**src/hw/rtl/fpvc_pkg.sv**
```systemverilog
// Shared widths, constants, register codes and types for the filtered pressure valve control.
`timescale 1ns / 1ps

package fpvc_pkg;

	localparam int ADC_W     = 10;
	localparam int P_W       = 13;
	localparam int SUM_W     = 17;
	localparam int REG_W     = 12;
	localparam int CFG_IDX_W = 2;

	localparam int WINDOW_LEN_DEF = 10;

	localparam logic [ADC_W-1:0] RAW_OFFSET = 10'd102;

	// ceil(12 * 256 * 2^20 / 819): exact truncation for every 10-bit offset magnitude
	localparam int              SCALE_SHIFT   = 20;
	localparam int              SCALE_RECIP_W = 22;
	localparam logic [SCALE_RECIP_W-1:0] SCALE_RECIP = 22'd3933121;

	localparam logic [CFG_IDX_W-1:0] REG_LOW_THR    = 2'd0;
	localparam logic [CFG_IDX_W-1:0] REG_HIGH_THR   = 2'd1;
	localparam logic [CFG_IDX_W-1:0] REG_MAX_SPREAD = 2'd2;

	localparam logic [REG_W-1:0] LOW_THR_RST    = 12'd384;
	localparam logic [REG_W-1:0] HIGH_THR_RST   = 12'd512;
	localparam logic [REG_W-1:0] MAX_SPREAD_RST = 12'd256;

	typedef struct packed {
		logic [REG_W-1:0] low_thr;
		logic [REG_W-1:0] high_thr;
		logic [REG_W-1:0] max_spread;
	} cfg_t;

	typedef struct packed {
		logic signed [P_W-1:0]   wmin;
		logic signed [P_W-1:0]   wmax;
		logic signed [SUM_W-1:0] wsum;
	} window_t;

endpackage

```
**src/hw/rtl/fpvc_if.sv**
```systemverilog
// Sample and result channel interfaces.
`timescale 1ns / 1ps

interface fpvc_sample_if;
	import fpvc_pkg::*;
	logic             valid;
	logic             ready;
	logic [ADC_W-1:0] adc_sample;
	modport source(output valid, output adc_sample, input ready);
	modport sink(input valid, input adc_sample, output ready);
endinterface

interface fpvc_result_if;
	import fpvc_pkg::*;
	logic                  valid;
	logic                  ready;
	logic signed [P_W-1:0] filtered_pressure;
	logic                  pressure_error;
	logic                  valve_open;
	modport source(output valid, output filtered_pressure, output pressure_error,
		output valve_open, input ready);
	modport sink(input valid, input filtered_pressure, input pressure_error,
		input valve_open, output ready);
endinterface

```
**src/hw/rtl/fpvc_scale.sv**
```systemverilog
// Input register and conversion of raw samples to signed Q8 bar.
`timescale 1ns / 1ps

module fpvc_scale (
	input  logic                          clk,
	input  logic                          arst_n,
	input  logic                          in_valid,
	output logic                          in_ready,
	input  logic [fpvc_pkg::ADC_W-1:0]    in_sample,
	output logic                          out_valid,
	input  logic                          out_ready,
	output logic signed [fpvc_pkg::P_W-1:0] out_p
);
	import fpvc_pkg::*;

	localparam int PROD_W = ADC_W + SCALE_RECIP_W;

	logic                    valid_s1;
	logic                    valid_s2;
	logic [ADC_W-1:0]        raw_s1;
	logic signed [P_W-1:0]   p_s2;
	logic                    rdy_s1;
	logic                    rdy_s2;
	logic signed [ADC_W:0]   diff;
	logic                    neg;
	logic [ADC_W-1:0]        mag;
	logic [PROD_W-1:0]       prod;
	logic [P_W-1:0]          q_ext;
	logic signed [P_W-1:0]   p_c;

	assign rdy_s2   = ~valid_s2 | out_ready;
	assign rdy_s1   = ~valid_s1 | rdy_s2;
	assign in_ready = rdy_s1;

	always_comb begin
		diff  = $signed({1'b0, raw_s1}) - $signed({1'b0, RAW_OFFSET});
		neg   = diff[ADC_W];
		mag   = neg ? ADC_W'(-diff) : ADC_W'(diff);
		prod  = PROD_W'(mag) * PROD_W'(SCALE_RECIP);
		q_ext = {1'b0, prod[SCALE_SHIFT +: P_W-1]};
		p_c   = neg ? $signed(-q_ext) : $signed(q_ext);
	end

	always_ff @(posedge clk or negedge arst_n) begin
		if (!arst_n) begin
			valid_s1 <= 1'b0;
			valid_s2 <= 1'b0;
		end else begin
			if (rdy_s1) begin
				valid_s1 <= in_valid;
			end
			if (rdy_s2) begin
				valid_s2 <= valid_s1;
			end
		end
	end

	always_ff @(posedge clk) begin
		if (rdy_s1 && in_valid) begin
			raw_s1 <= in_sample;
		end
		if (rdy_s2 && valid_s1) begin
			p_s2 <= p_c;
		end
	end

	assign out_valid = valid_s2;
	assign out_p     = p_s2;

endmodule

```
**src/hw/rtl/fpvc_window.sv**
```systemverilog
// Window accumulator: running minimum, maximum and sum, with a register for finished windows.
`timescale 1ns / 1ps

module fpvc_window #(
	parameter int WINDOW_LEN = fpvc_pkg::WINDOW_LEN_DEF
) (
	input  logic                            clk,
	input  logic                            arst_n,
	input  logic                            in_valid,
	output logic                            in_ready,
	input  logic signed [fpvc_pkg::P_W-1:0] in_p,
	output logic                            out_valid,
	input  logic                            out_ready,
	output fpvc_pkg::window_t               out_win
);
	import fpvc_pkg::*;

	localparam int CNT_W = (WINDOW_LEN > 1) ? $clog2(WINDOW_LEN) : 1;
	localparam logic [CNT_W-1:0] CNT_LAST = CNT_W'(WINDOW_LEN - 1);

	logic [CNT_W-1:0]        count_q;
	logic signed [P_W-1:0]   min_q;
	logic signed [P_W-1:0]   max_q;
	logic signed [SUM_W-1:0] sum_q;
	logic                    valid_s3;
	window_t                 win_s3;
	logic                    last;
	logic                    first;
	logic                    rdy_s3;
	logic                    take;
	logic signed [SUM_W-1:0] p_ext;
	window_t                 win_n;

	assign last     = (count_q == CNT_LAST);
	assign first    = (count_q == '0);
	assign rdy_s3   = ~valid_s3 | out_ready;
	assign in_ready = ~last | rdy_s3;
	assign take     = in_valid & in_ready;

	always_comb begin
		p_ext      = {{(SUM_W-P_W){in_p[P_W-1]}}, in_p};
		win_n.wmin = (first || (in_p < min_q)) ? in_p : min_q;
		win_n.wmax = (first || (in_p > max_q)) ? in_p : max_q;
		win_n.wsum = first ? p_ext : sum_q + p_ext;
	end

	always_ff @(posedge clk or negedge arst_n) begin
		if (!arst_n) begin
			count_q  <= '0;
			min_q    <= '0;
			max_q    <= '0;
			sum_q    <= '0;
			valid_s3 <= 1'b0;
		end else begin
			if (take) begin
				count_q <= last ? '0 : count_q + 1'b1;
				min_q   <= win_n.wmin;
				max_q   <= win_n.wmax;
				sum_q   <= win_n.wsum;
			end
			if (rdy_s3) begin
				valid_s3 <= take & last;
			end
		end
	end

	always_ff @(posedge clk) begin
		if (take && last) begin
			win_s3 <= win_n;
		end
	end

	assign out_valid = valid_s3;
	assign out_win   = win_s3;

endmodule

```
**src/hw/rtl/fpvc_valve.sv**
```systemverilog
// Window average and spread check, hysteresis valve state and result register.
`timescale 1ns / 1ps

module fpvc_valve #(
	parameter int WINDOW_LEN = fpvc_pkg::WINDOW_LEN_DEF
) (
	input  logic                            clk,
	input  logic                            arst_n,
	input  fpvc_pkg::cfg_t                  cfg,
	input  logic                            in_valid,
	output logic                            in_ready,
	input  fpvc_pkg::window_t               in_win,
	output logic                            out_valid,
	input  logic                            out_ready,
	output logic signed [fpvc_pkg::P_W-1:0] out_pressure,
	output logic                            out_error,
	output logic                            out_valve
);
	import fpvc_pkg::*;

	localparam int AVG_SHIFT   = 20;
	localparam int AVG_RECIP_W = 21;
	localparam logic [AVG_RECIP_W-1:0] AVG_RECIP =
		AVG_RECIP_W'(((2 ** AVG_SHIFT) + WINDOW_LEN - 1) / WINDOW_LEN);
	localparam int PROD_W = SUM_W + AVG_RECIP_W;
	localparam int CMP_W  = P_W + 1;

	logic                    valid_s4;
	logic signed [P_W-1:0]   avg_s4;
	logic                    err_s4;
	logic                    out_valid_q;
	logic signed [P_W-1:0]   pressure_q;
	logic                    error_q;
	logic                    valve_state_q;
	logic                    ld_out;
	logic                    rdy_s4;
	logic                    neg;
	logic [SUM_W-1:0]        mag;
	logic [PROD_W-1:0]       prod;
	logic [P_W-1:0]          q_ext;
	logic signed [P_W-1:0]   avg_c;
	logic [CMP_W-1:0]        spread;
	logic                    err_c;
	logic signed [CMP_W-1:0] avg_x;
	logic signed [CMP_W-1:0] low_x;
	logic signed [CMP_W-1:0] high_x;
	logic                    valve_n;
	logic signed [P_W-1:0]   pressure_n;

	assign ld_out   = ~out_valid_q | out_ready;
	assign rdy_s4   = ~valid_s4 | ld_out;
	assign in_ready = rdy_s4;

	always_comb begin
		neg    = in_win.wsum[SUM_W-1];
		mag    = neg ? SUM_W'(-in_win.wsum) : SUM_W'(in_win.wsum);
		prod   = PROD_W'(mag) * PROD_W'(AVG_RECIP);
		q_ext  = {1'b0, prod[AVG_SHIFT +: P_W-1]};
		avg_c  = neg ? $signed(-q_ext) : $signed(q_ext);
		spread = CMP_W'({in_win.wmax[P_W-1], in_win.wmax} - {in_win.wmin[P_W-1], in_win.wmin});
		err_c  = !(spread < CMP_W'(cfg.max_spread));
	end

	always_comb begin
		avg_x      = {avg_s4[P_W-1], avg_s4};
		low_x      = $signed(CMP_W'(cfg.low_thr));
		high_x     = $signed(CMP_W'(cfg.high_thr));
		valve_n    = valve_state_q;
		pressure_n = avg_s4;
		if (err_s4) begin
			valve_n    = 1'b0;
			pressure_n = '0;
		end else if (!valve_state_q) begin
			if (avg_x < low_x) begin
				valve_n = 1'b1;
			end
		end else begin
			if (avg_x > high_x) begin
				valve_n = 1'b0;
			end
		end
	end

	always_ff @(posedge clk or negedge arst_n) begin
		if (!arst_n) begin
			valid_s4      <= 1'b0;
			out_valid_q   <= 1'b0;
			valve_state_q <= 1'b0;
		end else begin
			if (rdy_s4) begin
				valid_s4 <= in_valid;
			end
			if (ld_out) begin
				out_valid_q <= valid_s4;
			end
			if (ld_out && valid_s4) begin
				valve_state_q <= valve_n;
			end
		end
	end

	always_ff @(posedge clk) begin
		if (rdy_s4 && in_valid) begin
			avg_s4 <= avg_c;
			err_s4 <= err_c;
		end
		if (ld_out && valid_s4) begin
			pressure_q <= pressure_n;
			error_q    <= err_s4;
		end
	end

	assign out_valid    = out_valid_q;
	assign out_pressure = pressure_q;
	assign out_error    = error_q;
	assign out_valve    = valve_state_q;

endmodule

```
**src/hw/rtl/filtered_pressure_valve_control.sv**
```systemverilog
// Top level of the filtered pressure valve control: registers, scaling, window and valve stages.
//
//   channel   | dir | handshake      | payload
//   sample    | in  | valid / ready  | adc_sample[9:0]
//   result    | out | valid / ready  | filtered_pressure[12:0] signed, pressure_error, valve_open
//   cfg       | in  | cfg_we only    | cfg_index[1:0], cfg_data[11:0]
//
// One sample accepted per cycle while the result channel is not held; the conversion multiplier
// output and the window accumulator are each registered.
// A result passes the input, scaled-pressure, finished-window, average and result registers.
// Reset clears the pipeline, the window count and the valve (closed) and loads
// the threshold registers with 384, 512 and 256.
// A held result first fills the average stage and the finished-window register; the
// accumulator then holds on the last sample of a window, and the input stalls once
// both conversion registers are full.
`timescale 1ns / 1ps

module filtered_pressure_valve_control #(
	parameter int WINDOW_LEN = fpvc_pkg::WINDOW_LEN_DEF
) (
	input  logic                              clk,
	input  logic                              arst_n,
	fpvc_sample_if.sink                       sample,
	fpvc_result_if.source                     result,
	input  logic                              cfg_we,
	input  logic [fpvc_pkg::CFG_IDX_W-1:0]    cfg_index,
	input  logic [fpvc_pkg::REG_W-1:0]        cfg_data
);
	import fpvc_pkg::*;

	cfg_t                  cfg_q;
	logic                  p_valid;
	logic                  p_ready;
	logic signed [P_W-1:0] p_val;
	logic                  win_valid;
	logic                  win_ready;
	window_t               win;

	always_ff @(posedge clk or negedge arst_n) begin
		if (!arst_n) begin
			cfg_q.low_thr    <= LOW_THR_RST;
			cfg_q.high_thr   <= HIGH_THR_RST;
			cfg_q.max_spread <= MAX_SPREAD_RST;
		end else if (cfg_we) begin
			unique case (cfg_index)
				REG_LOW_THR:    cfg_q.low_thr    <= cfg_data;
				REG_HIGH_THR:   cfg_q.high_thr   <= cfg_data;
				REG_MAX_SPREAD: cfg_q.max_spread <= cfg_data;
				default: begin
				end
			endcase
		end
	end

	fpvc_scale u_scale (
		.clk       (clk),
		.arst_n    (arst_n),
		.in_valid  (sample.valid),
		.in_ready  (sample.ready),
		.in_sample (sample.adc_sample),
		.out_valid (p_valid),
		.out_ready (p_ready),
		.out_p     (p_val)
	);

	fpvc_window #(
		.WINDOW_LEN(WINDOW_LEN)
	) u_window (
		.clk       (clk),
		.arst_n    (arst_n),
		.in_valid  (p_valid),
		.in_ready  (p_ready),
		.in_p      (p_val),
		.out_valid (win_valid),
		.out_ready (win_ready),
		.out_win   (win)
	);

	fpvc_valve #(
		.WINDOW_LEN(WINDOW_LEN)
	) u_valve (
		.clk          (clk),
		.arst_n       (arst_n),
		.cfg          (cfg_q),
		.in_valid     (win_valid),
		.in_ready     (win_ready),
		.in_win       (win),
		.out_valid    (result.valid),
		.out_ready    (result.ready),
		.out_pressure (result.filtered_pressure),
		.out_error    (result.pressure_error),
		.out_valve    (result.valve_open)
	);

endmodule

```
**src/flat_wrapper.sv**
```systemverilog
// flat-port wrapper written by rule: the top's interface ports become plain ports
module filtered_pressure_valve_control_flat import fpvc_pkg::*;
#(
	parameter int WINDOW_LEN = fpvc_pkg::WINDOW_LEN_DEF
)
  (clk, arst_n, cfg_we, cfg_index, cfg_data, sample_valid, sample_adc_sample, sample_ready, result_valid, result_filtered_pressure, result_pressure_error, result_valve_open, result_ready);
  fpvc_sample_if sample_i ();
  fpvc_result_if result_i ();
  input  logic clk;
  input  logic arst_n;
  input  logic cfg_we;
  input  logic [fpvc_pkg::CFG_IDX_W-1:0] cfg_index;
  input  logic [fpvc_pkg::REG_W-1:0] cfg_data;
  input wire logic [$bits(sample_i.valid)-1:0] sample_valid;
  input wire logic [$bits(sample_i.adc_sample)-1:0] sample_adc_sample;
  output wire logic [$bits(sample_i.ready)-1:0] sample_ready;
  output wire logic [$bits(result_i.valid)-1:0] result_valid;
  output wire logic [$bits(result_i.filtered_pressure)-1:0] result_filtered_pressure;
  output wire logic [$bits(result_i.pressure_error)-1:0] result_pressure_error;
  output wire logic [$bits(result_i.valve_open)-1:0] result_valve_open;
  input wire logic [$bits(result_i.ready)-1:0] result_ready;
  assign sample_i.valid = sample_valid;
  assign sample_i.adc_sample = sample_adc_sample;
  assign sample_ready = sample_i.ready;
  assign result_valid = result_i.valid;
  assign result_filtered_pressure = result_i.filtered_pressure;
  assign result_pressure_error = result_i.pressure_error;
  assign result_valve_open = result_i.valve_open;
  assign result_i.ready = result_ready;
  filtered_pressure_valve_control #(.WINDOW_LEN(WINDOW_LEN)) u_core (.clk(clk), .arst_n(arst_n), .sample(sample_i), .result(result_i), .cfg_we(cfg_we), .cfg_index(cfg_index), .cfg_data(cfg_data));
endmodule
```
**config.mk**
```make
export PLATFORM = sky130hd
export DESIGN_NAME = filtered_pressure_valve_control_flat
export DESIGN_NICKNAME = d
export VERILOG_FILES = /design/src/hw/rtl/fpvc_pkg.sv /design/src/hw/rtl/fpvc_if.sv /design/src/hw/rtl/fpvc_scale.sv /design/src/hw/rtl/fpvc_window.sv /design/src/hw/rtl/fpvc_valve.sv /design/src/hw/rtl/filtered_pressure_valve_control.sv /design/src/flat_wrapper.sv
export SDC_FILE = /design/constraint.sdc
export NUM_CORES = 1
export LEC_CHECK = 0
export ABC_CLOCK_PERIOD_IN_PS = 9000
export BUFFER_PORTS_ARGS = -buffer_cell sky130_fd_sc_hd__buf_2
export CAP_MARGIN = 0
export CORE_MARGIN = 3
export CORE_UTILIZATION = 50
export DETAILED_ROUTE_END_ITERATION = 10
export PLACE_DENSITY = 0.66
export SETUP_SLACK_MARGIN = 0.1
export SLEW_MARGIN = 20
export SYNTH_ARGS = -nofsm -noshare
export SYNTH_HDL_FRONTEND = slang
export SYNTH_HIERARCHICAL = 1
export SYNTH_SLANG_ARGS = --single-unit
```
**constraint.sdc**
```tcl
create_clock -name clk -period 9 [get_ports clk]
set_input_delay 0.9 -clock clk [delete_from_list [all_inputs] [get_ports clk]]
set_output_delay 0.9 -clock clk [all_outputs]
set_load 0.01 [all_outputs]
```
**Word level (Yosys, flattened, before mapping)**

Index checks and enable logic that the tools add are counted.

- Add/sub/neg operators: 8
- Equal/unequal tests: 3
- Magnitude comparators: 5
- Reductions and logical operators: 13
- Bitwise operators: 14
- Mux-type cells: 12
- $mul: 2

Operators by type and width:

| operator | count |
|---|---|
| two-way mux 17 bit | 2 |
| multiplier 10 x 22 -> 32 bit, second input constant | 1 |
| multiplier 17 x 16 -> 31 bit, second input constant | 1 |
| greater-than comparator 13 bit | 2 |
| less-than comparator 13 bit | 2 |
| two-way mux 13 bit | 2 |
| negation 12 -> 13 bit | 2 |
| two-way mux 12 bit | 2 |
| adder 17 x 13 -> 17 bit | 1 |
| negation 17 bit | 1 |
| less-than comparator 14 x 12 -> 1 bit | 1 |
| subtractor 13 x 13 -> 14 bit | 1 |
| subtractor 10 x 7 -> 11 bit, second input constant | 1 |
| two-way mux 10 bit | 1 |
| negation 10 bit | 1 |
| NOT 1 bit | 6 |
| bitwise OR 1 bit | 6 |
| AND reduction 2 bit | 3 |
| logical AND 1 bit | 5 |
| adder 4 x 1 -> 4 bit, second input constant | 1 |
| == test 4 bit, second input constant | 1 |
| logical NOT 4 bit | 1 |
| two-way mux 1 bit | 4 |
| two-way mux 4 bit | 1 |
| other kinds (6) | 8 |

- Output and inout port bits: 17
- Flip-flop bits (word level): 183
- Logic and storage cells: 81
- Input port bits: 29

**Logic depth before layout (Yosys ltp)**

- Depth in word-level cells: 8
- Gate-level depth with buffers: 29
- Mapped depth without buffers: 28

**Cells and area by module**

The synthesis kept the hierarchy.

By module, submodules not included:

| module | area an instance (um^2) | seq. area each (um^2) | instances | cells an instance |
|---|---|---|---|---|
| fpvc_valve | 7612.3 | 915.9 | 1 | 813 |
| fpvc_window | 5285.1 | 2492.4 | 1 | 466 |
| fpvc_scale | 3649.8 | 740.7 | 1 | 401 |
| filtered_pressure_valve_control | 1361.3 | 905.9 | 1 | 78 |

**Least setup slack after synthesis**

No wires, ideal clock.

- Kind: reg2reg
- Start point: register u_core.u_window.win_s3, in the netlist u_core/u_window/out_win[8]
- End point: register u_core.u_valve.avg_s4[12], data pin
- Cell stages (with the launch flop): 25
- Buffers on the path: 0
- Data required time: 8.736 ns
- Data arrival time: 7.202 ns
- Setup slack: 1.535 ns
- Clock period less this slack: 7.465 ns
- Path through: edfxtp_1 or4_1 or3_1 or2_2 or4b_2 inv_1 ha_1 ha_1 inv_1 fa_1 inv_1 fa_1 fa_1 fa_1 ha_1 nand2_1 nor2_1 and2_1 nand3_1 o21ai_2 o21bai_1 ha_1 inv_1 or4_4 o41a_1

- Longest elaborated chain between the ends: 4

RTL lines:

| what | RTL line | text |
|---|---|---|
| from (decl) | fpvc_window.sv:26 | `window_t win_s3;` |
| from (signal assigned) | fpvc_window.sv:69 | `win_s3 <= win_n;` |
| negation 17 bit | fpvc_valve.sv:56 | `mag = neg ? SUM_W'(-in_win.wsum) : SUM_W'(in_win.wsum);` |
| two-way mux 17 bit (*) | fpvc_valve.sv:56 |  |
| multiplier 17 x 16 -> 31 bit (*) | fpvc_valve.sv:57 | `prod = PROD_W'(mag) * PROD_W'(AVG_RECIP);` |
| negation 12 -> 13 bit (*) | fpvc_valve.sv:59 | `avg_c = neg ? $signed(-q_ext) : $signed(q_ext);` |
| to (signal assigned) | fpvc_valve.sv:104 | `avg_s4 <= avg_c;` |
| to (decl) | fpvc_valve.sv:29 | `logic signed [P_W-1:0] avg_s4;` |

Mark *: on every way between the ends. The rest lies on a longest branch, timed or not.
A chain may end at the register's enable or synchronous reset.

**Worst setup path after layout**

Ends and elaborated chain as after synthesis.

==> metrics.md <==
| Metric | Value |
|---|---|
| Status | finished clean |
| All-layer global routing usage | 20.70% |
| Synth async-reset ratio | just under 50% |
| RSZ-0062 raised after global routing | no |
| Die width | roughly 200 um |
| Ports | 46 |
| Antenna violations before repair | 0 |
| Multi-input logic area | roughly 11,000 sq um |
| Detailed-route wire length per cell | approximately 17 um |
| CP endpoint kind | register |
| Post-Synthesis Cell Area | ~18,000 sq um |
| RD Place Congestion | about 0.93 |
| Clock root buffer master | clkbuf_16 |
| Global route overflow | 0 |
| Die area | around 38,000 sq um |
| Vias/cell | approximately 5.4 |
| Reg area | about 5000 sq um |
| Least-Margin Pin Slew | 1.025 ns |
| Crit Path Class | reg -> reg |
| Pin count of the biggest net entering global routing | 80 |
| Worst stage delay on the critical path | 0.71 ns |
| Ys Warns | 6 |
| Clock buffer depth | 2 |
| Synthesis-stage register bit count | around 180 |
| Clk slew on worst S/H paths | about 0.08 ns |
| CP Max Fanout | 5 |
| Synth Flop Type | edfxtp_1 |
| Post-CTS Setup Bufs | 0 |
| Clock skew | 0.01752 ns |
| CTS Sinks | approximately 180 |
| Worst skew pair latency | roughly 0.45 ns |
| Seq/Total Area, Yosys | between 20 and 30% |
| Post-synthesis average cell area | between 10 and 15 sq um |
| Layout fillers | 3,052 |
| Nets | 2,208 |
| Area growth, synth to finish | 7.133% |
| Vias in the first global route | approximately 13,000 |
| EDFF count, synth | between 90 and 100 |
| Fmax | ~130 MHz |
| Drt first pass iters | 5 |
| Core area | about 35,000 sq um |
| Req. time, crit path | between 9 and 10 ns |
| Share of layout cells above drive strength 1 | about an eighth |
| TNS Setup | 0 ns |
| First-iteration detailed-routing DRC count | between 800 and 900 |
| Syn Nets | 2,175 |
| Post-synth cell types | 86 |
| Post-CTS sizing | 0 |
| CTS buffer count | 17 |
| Cell Rows | 68 |
| Total Wirelength | roughly 38,000 um |
| CTS H-tree depth | 4 |
| CP arrival | a little over 8 ns |
| Crit share post-route | roughly 88% |
| Die Ht | ~200 um |
| Synth Instances | approximately 1,800 |
| Initial core utilization | 51.34% |
| Number of max-cap violations | 0 |
| CTS tree | yes |
| CP max stage cell | or4b_2 |
| First-pass GRT wire length | between 60,000 and 70,000 um |
| DR DRC count | 0 |
| Final critical-path required period | around 8 ns |
| Final Hold Vio Count | 0 |
| Detailed Place HPWL | about 31,000 um |
| I/O Buffers | 45 |
| Startpoint type of the worst setup path | register |
| Relative slew slack | 31.64% |
| Max Transition Viols Final | 0 |
| Via count | around 12,000 |
| Final antenna-violating net count | 0 |
| CP Cell Sequence | or4_1 > or3_1 > or2_2 > or4b_2 > inv_1 > ha_1 > ha_1 > inv_1 > fa_1 > inv_1 > fa_1 > fa_1 > fa_1 > ha_1 > nand2_1 > nor2_1 > and2_1 > nand3_1 > o21ai_2 > o21bai_1 > ha_1 > inv_1 > or4_4 > o41a_1 |
| Post-CTS Hold Fix Bufs | 0 |
| Antenna cell count | 0 |
| Min-Delay Path Class | in -> async |
| Final setup fails | 0 |
==> synth_stat cells (all sizes together) (14+ instances only) <==
cell | instances | area [sq um]
edfxtp | 94 | 2823
a31oi | 14 | 93.84
mux2 | 94 | 1096
xor2 | 31 | 271.5
nand3 | 32 | 160.2
o21ai | 77 | 407.9
clkbuf | 21 | 80.07
inv | 333 | 1250
nor2b | 23 | 143.9
nor2 | 65 | 244.0
fa | 106 | 2122
nor3 | 16 | 80.08
nand2 | 90 | 337.8
a21oi | 62 | 325.3
a21o | 38 | 285.3
ha | 282 | 3528
xnor2 | 63 | 559.3
buf | 14 | 97.59
and2 | 14 | 87.59
o31ai | 17 | 146.4
dfrtp | 85 | 2127
nand2b | 25 | 171.4
==> area by class of cell <==
cell class / count / area share, %
inverters: 333 / 6.515
multi-input cells: 1207 / 59.61
repair buffers: 49 / 1.363
clock inverters: 13 / 0.7239
well taps: 455 / 2.967
flip-flops and latches: 183 / 26.35
clock buffers: 19 / 2.478
==> state kept, by name (all words and copies together), names as in the netlist <==
signal	flops
u_core/u_scale/valid_s1	1
u_core/u_valve/out_pressure	13
u_core/u_window/out_valid	1
u_core/u_window/sum_q	17
u_core/u_valve/err_s4	1
u_core/u_valve/out_error	1
u_core/u_window/out_win	43
u_core/u_scale/out_valid	1
u_core/u_valve/out_valid	1
u_core/cfg_q	36
u_core/u_valve/out_valve	1
u_core/u_window/count_q	4
u_core/u_scale/out_p	13
u_core/u_window/max_q	13
u_core/u_window/min_q	13
u_core/u_scale/raw_s1	10
u_core/u_valve/valid_s4	1
u_core/u_valve/avg_s4	13
==> cell usage in the layout (no fill, tap or decap), types with 10 or more instances in the layout <==
cell type	synthesis	routed
a21o_1	38	38
a21oi_1	60	60
a31oi_1	13	13
and2_1	13	13
buf_2	6	44
clkbuf_16	0	19
dfrtp_1	85	85
edfxtp_1	94	94
fa_1	106	106
ha_1	282	282
inv_1	332	332
mux2_2	75	75
mux2_4	10	10
nand2_1	90	90
nand2b_1	23	23
nand3_1	32	32
nand4_1	11	11
nor2_1	65	65
nor2b_1	23	23
nor3_1	16	16
o21ai_0	65	65
o31ai_1	15	15
xnor2_1	62	62
xor2_1	31	31
==> path summary, 6_finish.rpt <==
path,startpoint,endpoint,slack (ns),cells past startpoint
min in group clk,u_core/u_scale/valid_s1$_DFFE_PN0N_,u_core/u_scale/out_valid$_DFFE_PN0P_,0.48,1
max in group asynchronous,arst_n,u_core/cfg_q[28]$_DFFE_PN0P_,7.74,2
worst min-delay path,arst_n,u_core/u_scale/valid_s1$_DFFE_PN0N_,0.28,1
worst min register to register,u_core/u_scale/valid_s1$_DFFE_PN0N_,u_core/u_scale/out_valid$_DFFE_PN0P_,0.48,1
worst max register to register,u_core/u_window/out_win[8]$_DFFE_PP_,u_core/u_valve/avg_s4[12]$_SDFFCE_PN0P_,1.11,24
worst max-delay path,u_core/u_window/out_win[8]$_DFFE_PP_,u_core/u_valve/avg_s4[12]$_SDFFCE_PN0P_,1.11,24
==> kinds of logic after synthesis <==
kind of cell | after synthesis | synth area share, %
AOI/OAI and AO/OA | 292 | 11.32
xor gates and xnor gates | 94 | 4.639
adders and majority gates | 388 | 31.55
buffers and inverters | 368 | 7.972
DFF | 183 | 28.23
muxes | 103 | 6.693
and+or+nand+nor | 330 | 9.600
==> stage by stage <==
stage	instances	utilization (%)	hold WS, ns	worst slack (ns)	cell area, sq um
after floorplan	1758	-	0.4490	1.535	17910
after global placement	2227	53.23	0.4581	1.277	18570
after detailed placement	2227	53.23	0.4649	1.125	18570
after CTS	2259	54.99	0.2495	1.119	19180
after global routing	2259	55.00	0.2612	0.6852	19190
final	2259	55.00	0.2751	1.105	19190
==> worst max-delay path, delay by kind of cell (launching register included) <==
family                   cells  cell delay, ns
AND/OR/NAND/NOR              9            2.98
buffers and inverters        4            0.34
flip-flops                   1            0.45
adder cells (fa/ha/maj)      8            3.05
AO/OA/AOI/OAI                3            0.83
==> metal layers <==
metal  share of wire (%)  global-route usage, %  wire length, um  up-vias
li1                    -                      -                -     6080
met2                  48                  35.16            18520      187
met3                 3.1                  2.553             1197       34
met4                 1.4                  4.700              530        0
met1                  47                  28.53            17980     5997
met5                   0                      0                0        -
Power is left out: the tool's default activity adds up to more than one toggle a clock period on the data nets, which glitch-free logic cannot reach.
